$ cat src/sv/pplp_pkg.sv
// Shared types and constants of the packed pixel line packer.
// Used by the channel interfaces and by every module of the block; no dependencies.
`timescale 1ns / 1ps

package pplp_pkg;

   localparam int PixelWidth = 16;
   localparam int ByteWidth  = 8;
   localparam int PosWidth   = 16;
   localparam int MaxBytes   = 3;
   localparam int CsrWidth   = 16;

   // Packed sample width codes.
   typedef enum logic [1:0] {
      FMT_10 = 2'd0,
      FMT_12 = 2'd1,
      FMT_14 = 2'd2,
      FMT_16 = 2'd3
   } sample_format_type;

   // Configuration register indexes.
   typedef enum logic [1:0] {
      CSR_SAMPLE_FORMAT = 2'd0,
      CSR_SOURCE_BITS   = 2'd1,
      CSR_LINE_WIDTH    = 2'd2
   } csr_index_type;

   typedef struct packed {
      sample_format_type     sample_format;
      logic [4:0]            source_bits;
      logic [PosWidth-1:0]   line_width;
   } cfg_type;

   // The words caused by one pixel, ready for the output serialiser.
   typedef struct packed {
      logic [MaxBytes-1:0][ByteWidth-1:0] bytes;
      logic [1:0]                         count;
      logic                               line_end;
   } group_type;

endpackage

$ cat src/sv/pplp_req_if.sv
// Pixel request channel: valid/ready handshake carrying one pixel per word.
// Depends on pplp_pkg for the pixel width.
`timescale 1ns / 1ps

interface pplp_req_if;
   logic                            valid;
   logic                            ready;
   logic [pplp_pkg::PixelWidth-1:0] pixel_value;

   modport source (output valid, output pixel_value, input ready);
   modport sink   (input valid, input pixel_value, output ready);
endinterface

$ cat src/sv/pplp_rsp_if.sv
// Packed byte response channel: valid/ready handshake carrying one byte per word.
// Depends on pplp_pkg for the byte width.
`timescale 1ns / 1ps

interface pplp_rsp_if;
   logic                           valid;
   logic                           ready;
   logic [pplp_pkg::ByteWidth-1:0] packed_byte;
   logic                           pixel_done;
   logic                           line_done;

   modport source (output valid, output packed_byte, output pixel_done,
                   output line_done, input ready);
   modport sink   (input valid, input packed_byte, input pixel_done,
                   input line_done, output ready);
endinterface

$ cat src/sv/pplp_pack_core.sv
// Packing logic: aligns one pixel, splits it into bytes and keeps the line phase.
// Depends on pplp_pkg for the configuration and byte group types.
`timescale 1ns / 1ps

module pplp_pack_core (
   input  logic                            clock,
   input  logic                            reset,
   input  pplp_pkg::cfg_type               cfg,
   input  logic [pplp_pkg::PixelWidth-1:0] pixel,
   input  logic                            advance,
   output pplp_pkg::group_type             group
);

   logic [pplp_pkg::ByteWidth-1:0]  pending_byte_ff, pending_byte_in;
   logic [pplp_pkg::PosWidth-1:0]   pixel_position_ff, pixel_position_in;

   logic [4:0]                      sample_bits;
   logic [4:0]                      shift_amount;
   logic [pplp_pkg::PixelWidth-1:0] sample_mask;
   logic [pplp_pkg::PixelWidth-1:0] w;
   logic [1:0]                      phase;
   logic [pplp_pkg::ByteWidth-1:0]  pend;
   logic [pplp_pkg::MaxBytes-1:0][pplp_pkg::ByteWidth-1:0] bytes;
   logic [1:0]                      base_count;
   logic                            partial;
   logic                            last;
   logic                            flush;

   // Alignment: drop the excess source bits, then mask to the sample width.
   always_comb begin
      sample_bits  = 5'd10 + {2'b00, cfg.sample_format, 1'b0};
      shift_amount = (cfg.source_bits > sample_bits) ? (cfg.source_bits - sample_bits) : 5'd0;
      sample_mask  = 16'hFFFF >> (5'd16 - sample_bits);
      w            = (pixel >> shift_amount) & sample_mask;
   end

   assign phase = pixel_position_ff[1:0];

   always_comb begin
      bytes      = '0;
      base_count = 2'd1;
      partial    = 1'b1;
      pend       = pending_byte_ff;
      case (cfg.sample_format)
         pplp_pkg::FMT_16: begin
            bytes[0]   = w[7:0];
            bytes[1]   = w[15:8];
            base_count = 2'd2;
            partial    = 1'b0;
         end
         pplp_pkg::FMT_14: begin
            case (phase)
               2'd0: begin
                  bytes[0] = w[13:6];
                  pend     = {w[5:0], 2'b00};
               end
               2'd1: begin
                  bytes[0]   = {6'b0, w[13:12]} | pend;
                  bytes[1]   = w[11:4];
                  base_count = 2'd2;
                  pend       = {w[3:0], 4'b0000};
               end
               2'd2: begin
                  bytes[0]   = {4'b0, w[13:10]} | pend;
                  bytes[1]   = w[9:2];
                  base_count = 2'd2;
                  pend       = {w[1:0], 6'b000000};
               end
               default: begin
                  bytes[0]   = {2'b0, w[13:8]} | pend;
                  bytes[1]   = w[7:0];
                  base_count = 2'd2;
                  partial    = 1'b0;
               end
            endcase
         end
         pplp_pkg::FMT_12: begin
            if (phase[0]) begin
               bytes[0]   = {4'b0, w[11:8]} | pend;
               bytes[1]   = w[7:0];
               base_count = 2'd2;
               partial    = 1'b0;
            end else begin
               bytes[0] = w[11:4];
               pend     = {w[3:0], 4'b0000};
            end
         end
         pplp_pkg::FMT_10: begin
            case (phase)
               2'd0: begin
                  bytes[0] = w[9:2];
                  pend     = {w[1:0], 6'b000000};
               end
               2'd1: begin
                  bytes[0] = {2'b0, w[9:4]} | pend;
                  pend     = {w[3:0], 4'b0000};
               end
               2'd2: begin
                  bytes[0] = {4'b0, w[9:6]} | pend;
                  pend     = {w[5:0], 2'b00};
               end
               default: begin
                  bytes[0]   = {6'b0, w[9:8]} | pend;
                  bytes[1]   = w[7:0];
                  base_count = 2'd2;
                  partial    = 1'b0;
               end
            endcase
         end
         default: begin
            partial = 1'b0;
         end
      endcase

      if (!partial) begin
         pend = '0;
      end

      // The line ends here when the line width is at most the position plus one.
      last  = ({1'b0, pixel_position_ff} + 17'd1) >= {1'b0, cfg.line_width};
      flush = last && partial;
      if (flush) begin
         bytes[base_count] = pend;
      end

      group.bytes    = bytes;
      group.count    = base_count + {1'b0, flush};
      group.line_end = last;

      if (last) begin
         pending_byte_in   = '0;
         pixel_position_in = '0;
      end else begin
         pending_byte_in   = pend;
         pixel_position_in = pixel_position_ff + 16'd1;
      end
   end

   always_ff @(posedge clock) begin
      if (reset) begin
         pending_byte_ff   <= '0;
         pixel_position_ff <= '0;
      end else if (advance) begin
         pending_byte_ff   <= pending_byte_in;
         pixel_position_ff <= pixel_position_in;
      end
   end

endmodule

$ cat src/sv/pplp_byte_emitter.sv
// Result register and serialiser: holds one pixel's bytes and sends them one per word.
// Depends on pplp_pkg for the byte group type and on the pplp_rsp_if interface.
`timescale 1ns / 1ps

module pplp_byte_emitter (
   input  logic                 clock,
   input  logic                 reset,
   input  logic                 load,
   input  pplp_pkg::group_type  group,
   output logic                 can_load,
   pplp_rsp_if.source           rsp_if
);

   logic                      valid_ff, valid_in;
   logic [1:0]                index_ff, index_in;
   pplp_pkg::group_type       group_ff;
   logic                      final_word;

   assign final_word = (index_ff == (group_ff.count - 2'd1));
   assign can_load   = !valid_ff || (rsp_if.ready && final_word);

   always_comb begin
      valid_in = valid_ff;
      index_in = index_ff;
      if (load) begin
         valid_in = 1'b1;
         index_in = 2'd0;
      end else if (valid_ff && rsp_if.ready) begin
         if (final_word) begin
            valid_in = 1'b0;
         end else begin
            index_in = index_ff + 2'd1;
         end
      end
   end

   always_ff @(posedge clock) begin
      if (reset) begin
         valid_ff <= 1'b0;
         index_ff <= 2'd0;
      end else begin
         valid_ff <= valid_in;
         index_ff <= index_in;
      end
   end

   always_ff @(posedge clock) begin
      if (load) begin
         group_ff <= group;
      end
   end

   assign rsp_if.valid       = valid_ff;
   assign rsp_if.packed_byte = group_ff.bytes[index_ff];
   assign rsp_if.pixel_done  = final_word;
   assign rsp_if.line_done   = final_word && group_ff.line_end;

endmodule

$ cat src/sv/packed_pixel_line_packer_unit.sv
// Top level of the packed pixel line packer: configuration registers, input register,
// packing logic and byte serialiser. Depends on pplp_pkg, pplp_req_if, pplp_rsp_if,
// pplp_pack_core and pplp_byte_emitter.
`timescale 1ns / 1ps

//  Channel   Direction  Word carries                          Handshake
//  req_if    in         pixel_value (16 bits)                 valid / ready
//  rsp_if    out        packed_byte, pixel_done, line_done    valid / ready
//  csr_*     in         register index and 16-bit data        write enable only
//
// A pixel is caught in the input register at the edge it is accepted. Once the result
// register can take them, it is packed and its one to three bytes are loaded into the
// result register, from which the first byte goes onto the response port. The result
// register sends one byte per cycle while rsp_if.ready is high; the single byte-wide
// output port sets that rate. A new pixel is taken while the previous one's last byte
// is being sent.
// Reset is synchronous and restores the default configuration (16-bit samples, 16
// source bits, one pixel per line) and the start of a line. A stall on the response
// side fills the result register and then the input register, after which
// req_if.ready drops.

module packed_pixel_line_packer_unit (
   input  logic                                 clock,
   input  logic                                 reset,
   pplp_req_if.sink                             req_if,
   pplp_rsp_if.source                           rsp_if,
   input  logic                                 csr_write_enable,
   input  logic [1:0]                           csr_index,
   input  logic [pplp_pkg::CsrWidth-1:0]        csr_write_data
);

   pplp_pkg::cfg_type               cfg_ff;
   logic                            in_valid_ff;
   logic [pplp_pkg::PixelWidth-1:0] in_pixel_ff;
   pplp_pkg::group_type             group;
   logic                            can_load;
   logic                            advance;

   // Configuration registers. Writes to the unused index are dropped.
   always_ff @(posedge clock) begin
      if (reset) begin
         cfg_ff.sample_format <= pplp_pkg::FMT_16;
         cfg_ff.source_bits   <= 5'd16;
         cfg_ff.line_width    <= 16'd1;
      end else if (csr_write_enable) begin
         case (pplp_pkg::csr_index_type'(csr_index))
            pplp_pkg::CSR_SAMPLE_FORMAT: begin
               cfg_ff.sample_format <= pplp_pkg::sample_format_type'(csr_write_data[1:0]);
            end
            pplp_pkg::CSR_SOURCE_BITS: begin
               cfg_ff.source_bits <= csr_write_data[4:0];
            end
            pplp_pkg::CSR_LINE_WIDTH: begin
               cfg_ff.line_width <= csr_write_data;
            end
            default: begin
            end
         endcase
      end
   end

   // The held pixel moves on whenever the result register can take its bytes.
   assign advance      = in_valid_ff && can_load;
   assign req_if.ready = !in_valid_ff || can_load;

   always_ff @(posedge clock) begin
      if (reset) begin
         in_valid_ff <= 1'b0;
      end else if (req_if.ready) begin
         in_valid_ff <= req_if.valid;
      end
   end

   always_ff @(posedge clock) begin
      if (req_if.valid && req_if.ready) begin
         in_pixel_ff <= req_if.pixel_value;
      end
   end

   pplp_pack_core u_pack_core (
      .clock   (clock),
      .reset   (reset),
      .cfg     (cfg_ff),
      .pixel   (in_pixel_ff),
      .advance (advance),
      .group   (group)
   );

   pplp_byte_emitter u_byte_emitter (
      .clock    (clock),
      .reset    (reset),
      .load     (advance),
      .group    (group),
      .can_load (can_load),
      .rsp_if   (rsp_if)
   );

`ifndef NO_ASSERTIONS
   // The end of a line is always the last byte of its pixel.
   assert property (@(posedge clock) disable iff (reset)
      rsp_if.valid && rsp_if.line_done |-> rsp_if.pixel_done)
      else $error("line_done without pixel_done");

   // Bytes of a packed pixel reach the result register in the cycle after it moves on.
   assert property (@(posedge clock) disable iff (reset)
      advance |=> rsp_if.valid)
      else $error("packed pixel did not reach the result register");

   // A held pixel is not dropped while the result register is busy.
   assert property (@(posedge clock) disable iff (reset)
      in_valid_ff && !advance |=> in_valid_ff)
      else $error("held pixel lost");

   // A byte that is not the last of its pixel is always followed by another.
   assert property (@(posedge clock) disable iff (reset)
      rsp_if.valid && rsp_if.ready && !rsp_if.pixel_done |=> rsp_if.valid)
      else $error("pixel bytes cut short");
`endif

endmodule
$ cat src/flat_wrapper.sv
// flat-port wrapper written by rule: the top's interface ports become plain ports
module packed_pixel_line_packer_unit_flat 
  (clock, reset, csr_write_enable, csr_index, csr_write_data, req_if_valid, req_if_pixel_value, req_if_ready, rsp_if_valid, rsp_if_packed_byte, rsp_if_pixel_done, rsp_if_line_done, rsp_if_ready);
  pplp_req_if req_if_i ();
  pplp_rsp_if rsp_if_i ();
  input  logic clock;
  input  logic reset;
  input  logic csr_write_enable;
  input  logic [1:0] csr_index;
  input  logic [pplp_pkg::CsrWidth-1:0] csr_write_data;
  input wire logic [$bits(req_if_i.valid)-1:0] req_if_valid;
  input wire logic [$bits(req_if_i.pixel_value)-1:0] req_if_pixel_value;
  output wire logic [$bits(req_if_i.ready)-1:0] req_if_ready;
  output wire logic [$bits(rsp_if_i.valid)-1:0] rsp_if_valid;
  output wire logic [$bits(rsp_if_i.packed_byte)-1:0] rsp_if_packed_byte;
  output wire logic [$bits(rsp_if_i.pixel_done)-1:0] rsp_if_pixel_done;
  output wire logic [$bits(rsp_if_i.line_done)-1:0] rsp_if_line_done;
  input wire logic [$bits(rsp_if_i.ready)-1:0] rsp_if_ready;
  assign req_if_i.valid = req_if_valid;
  assign req_if_i.pixel_value = req_if_pixel_value;
  assign req_if_ready = req_if_i.ready;
  assign rsp_if_valid = rsp_if_i.valid;
  assign rsp_if_packed_byte = rsp_if_i.packed_byte;
  assign rsp_if_pixel_done = rsp_if_i.pixel_done;
  assign rsp_if_line_done = rsp_if_i.line_done;
  assign rsp_if_i.ready = rsp_if_ready;
  packed_pixel_line_packer_unit u_core (.clock(clock), .reset(reset), .req_if(req_if_i), .rsp_if(rsp_if_i), .csr_write_enable(csr_write_enable), .csr_index(csr_index), .csr_write_data(csr_write_data));
endmodule
$ cat config.mk
export PLATFORM = sky130hd
export DESIGN_NAME = packed_pixel_line_packer_unit_flat
export DESIGN_NICKNAME = d
export VERILOG_FILES = /design/src/sv/pplp_pkg.sv /design/src/sv/pplp_req_if.sv /design/src/sv/pplp_rsp_if.sv /design/src/sv/pplp_pack_core.sv /design/src/sv/pplp_byte_emitter.sv /design/src/sv/packed_pixel_line_packer_unit.sv /design/src/flat_wrapper.sv
export SDC_FILE = /design/constraint.sdc
export NUM_CORES = 1
export LEC_CHECK = 0
export BUFFER_PORTS_ARGS = -buffer_cell sky130_fd_sc_hd__buf_4
export CAP_MARGIN = 25
export CORE_UTILIZATION = 45
export CTS_CLUSTER_DIAMETER = 60
export DETAILED_ROUTE_END_ITERATION = 7
export PLACE_DENSITY = 0.72
export SKIP_CTS_REPAIR_TIMING = 1
export SYNTH_ARGS = -nofsm -noshare
export SYNTH_HDL_FRONTEND = slang
export SYNTH_SLANG_ARGS = --single-unit
$ cat constraint.sdc
create_clock -name clock -period 6.2 [get_ports clock]
set_input_delay 1.24 -clock clock [delete_from_list [all_inputs] [get_ports clock]]
set_output_delay 1.24 -clock clock [all_outputs]
set_load 0.02 [all_outputs]
==> reports/results.ini <==
[timing]
hold_ws_ns = 0.4534
fin_crit_ns = 5.067
finalSetupViolations = 0
tns_ns = 0
hold_violations = 0
report.final.slew_viol_count = 0
rsz0062_at_grt = no
max_freq_mhz = 197.4
tightestPinTransition_ns = 1.092
min_period_over_period_pct = 81.72
slew_headroom_pct = 27.08
fin_skew_ns = 0.01155

[grt]
grt_pass1_wl_um = 29730
antenna_found_initial = 1
grt_usage_pct = 25.47
grt.overflow.total = 0
grt_max_degree = 35
grt_pass1_vias = 5577

[critical_path]
r2r-start = u_core.u_pack_core.pixel_position_ff[0]$_SDFFE_PP0P_
slowest_stage = ha_1
start_kind = flop
crit_fanout = 18
worst_ep_arrival_time_ns = 5.14
path_class = flop to flop
cp.required_ns = 6.28
crit_path_end_kind = flop
rr_endpoint = u_core.u_byte_emitter.group_ff[12]$_DFFE_PP_
r2r_slack_ns = 1.13
ff2ff_path_depth = 15
path_cells = ha_1, nand4_1, nor3_1, nand2_1, xnor2_1, ha_1, a21oi_1, o21ai_0, a2111oi_0, nor2_1, nor3_1, nor2_1, and2_0, a2111oi_0, a221oi_1
cpPeakStageDelay_ns = 0.65
cp_top_family = simple AND/OR/NAND/NOR gates
path_buf_inv = 0

[synth]
ys_ff_latch = 94
yosysTopAreaCell = edfxtp_1
yosysUniqueCellTypes = 86
syn_nets = 861
synth_edf_count = 43
synth.avg_cell_area_um2 = 8.466
synth_ff_type = dfxtp_1
async_flop_share_pct = 0
netlist_area_mm2 = 0.006696
synth_top_area_share_pct = 19.28
yosys_warnings = 0
yosysMostFrequentCell = nand2_1
yosysSeqAreaShare_pct = 34.53
ys_top_cells_by_area = edfxtp_1 19%, dfxtp_1 15%, nand2_1 6.3%, ha_1 5.6%, a21oi_1 4.3%
synthCells = 791
synthTopCellsByCount = 112 x nand2_1, 62 x nor2_1, 57 x a21oi_1

[detailed_routing]
drt_iter0_drc = 551
firstDrtPassIters = 5
vias = 6288
routed_via_density = 6.263
antenna_left = 0
drc = 0
routedWlPerCell_um = 18.68
finalWirelength_um = 18750

[run_status]
status = completed

[clock_network]
clock-root-buffer = clkbuf_16
clk_pin_slew_ns = 0.07
worstSkewPairLatency_ns = 0.36
numCtsBuffers = 9
clock_sinks = 94
clockBufferDepth = 2
cts_tree = yes
cts.htree.levels = 3

[power_and_ir_drop]
total_power_mw = 1.896
peakVddDrop_v = 0.0001322
power.leakage_nw = 2.761
power.density_mw_per_mm2 = 253.7

[place]
portBuffers = 50
dp_hpwl_um = 13650
gp_congestion = 0.9699
dpl-instance-area_mm2 = 0.007182

[min_path]
hold_path_end = u_core.cfg_ff[5]$_SDFFE_PP0P_
hold_start = u_core.cfg_ff[5]$_SDFFE_PP0P_
hold_path_depth = 2
hp-class = flop to flop

[layout]
final_area_mm2 = 0.007473
drive_above_1_share_pct = 12.32
area_delta_synth_final_pct = 11.60
num-nets-final = 885
antennaDiodeCount = 0

[floorplan]
die_h_um = 124.0
floorplan.core_area_mm2 = 0.01453
io_pins = 51
initial_core_util_pct = 46.07
fp.dieW_um = 124.0
rows = 44
dieArea_mm2 = 0.01537

[flow_run]
drv_cap = 0

==> layout make-up <==
cell class              instances  area, um^2
well taps                     184       230.2
multi-input cells             610        4034
inverters                      44       165.2
clock buffers                  11       234.0
repair buffers                 56       440.4
flip-flops and latches         94        2312
clock inverters                 5       57.56
fillers                      1401        7061
==> where the power goes <==
part	total (mW)	internal, mW	switching, mW
logic	0.628	0.218	0.410
clock network	0.559	0.316	0.243
registers	0.709	0.690	0.0189
==> stage by stage <==
| stage | utilization [%] | std cells | setup WS, ns |
|---|---|---|---|
| 2_1_floorplan | - | 791 | 2.131 |
| 3_3_place_gp | 49.23 | 987 | 1.496 |
| 3_5_place_dp | 49.41 | 988 | 1.261 |
| 4_1_cts | 51.42 | 1004 | 1.204 |
| 5_1_grt | 51.42 | 1004 | 0.7114 |
| 6_report | 51.42 | 1004 | 1.133 |
==> cell usage in the layout (no fill, tap or decap), types with 17 or more instances in the layout <==
cell type,n
nand2_1,112
nor2_1,62
a21oi_1,57
buf_4,55
dfxtp_1,51
o21ai_0,47
inv_1,43
edfxtp_1,43
ha_1,30
mux2i_1,23
nand3_1,17
nor3_1,17
==> layer usage <==
| layer | GRT usage (%) | vias to the layer above | routed length, um |
|---|---|---|---|
| met5 | 0 | - | 13 |
| met1 | 36.07 | 2926 | 8573 |
| met4 | 12.43 | 2 | 559 |
| met2 | 36.77 | 320 | 7950 |
| met3 | 5.082 | 47 | 1655 |
| li1 | - | 2993 | - |
==> worst max-delay path by stage <==
stage | startpoint | end | slack, ns | cells after the start
after detailed placement | u_core.u_pack_core.pixel_position_ff[0]$_SDFFE_PP0P_ | u_core.u_byte_emitter.group_ff[12]$_DFFE_PP_ | 1.26 | 15
after global placement | u_core.u_pack_core.pixel_position_ff[0]$_SDFFE_PP0P_ | u_core.u_byte_emitter.group_ff[12]$_DFFE_PP_ | 1.50 | 15
after global routing | u_core.u_pack_core.pixel_position_ff[0]$_SDFFE_PP0P_ | u_core.u_byte_emitter.group_ff[12]$_DFFE_PP_ | 0.71 | 15
after CTS | u_core.u_pack_core.pixel_position_ff[0]$_SDFFE_PP0P_ | u_core.u_byte_emitter.group_ff[12]$_DFFE_PP_ | 1.20 | 15
final | u_core.u_pack_core.pixel_position_ff[0]$_SDFFE_PP0P_ | u_core.u_byte_emitter.group_ff[12]$_DFFE_PP_ | 1.13 | 15
after floorplan | u_core.u_pack_core.pixel_position_ff[0]$_SDFFE_PP0P_ | u_core.u_byte_emitter.group_ff[12]$_DFFE_PP_ | 2.13 | 16
==> cells by family (layout without fill, tap and decap cells) <==
family          count (synthesis)  in the layout  share of synthesized area [%]
mux                            27             27                          4.279
compound gates                267            267                          29.09
flops                          94             94                          34.53
xor+xnor                       20             20                          2.728
buf+inv                        87            116                          5.232
simple gates                  265            265                          18.24
fa+ha+maj                      31             31                          5.904
==> state kept, by name, indices dropped and copies added (netlist names) <==
signal,flops
u_core.in_pixel_ff,16
u_core.u_byte_emitter.group_ff,27
u_core.cfg_ff,23
u_core.u_pack_core.pending_byte_ff,8
u_core.u_pack_core.pixel_position_ff,16
u_core.in_valid_ff,1
u_core.u_byte_emitter.index_ff,2
u_core.u_byte_emitter.rsp_if.valid,1
==> worst register-to-register path, delay by kind of cell (launching register included) <==
| family | cells | cell delay (ns) |
|---|---|---|
| and+or+nand+nor | 7 | 1.91 |
| AOI/OAI and AO/OA | 5 | 1.18 |
| xor gates and xnor gates | 1 | 0.22 |
| DFF | 1 | 0.56 |
| adders and majority gates | 2 | 0.93 |
(Power assumes the default switching activity.)
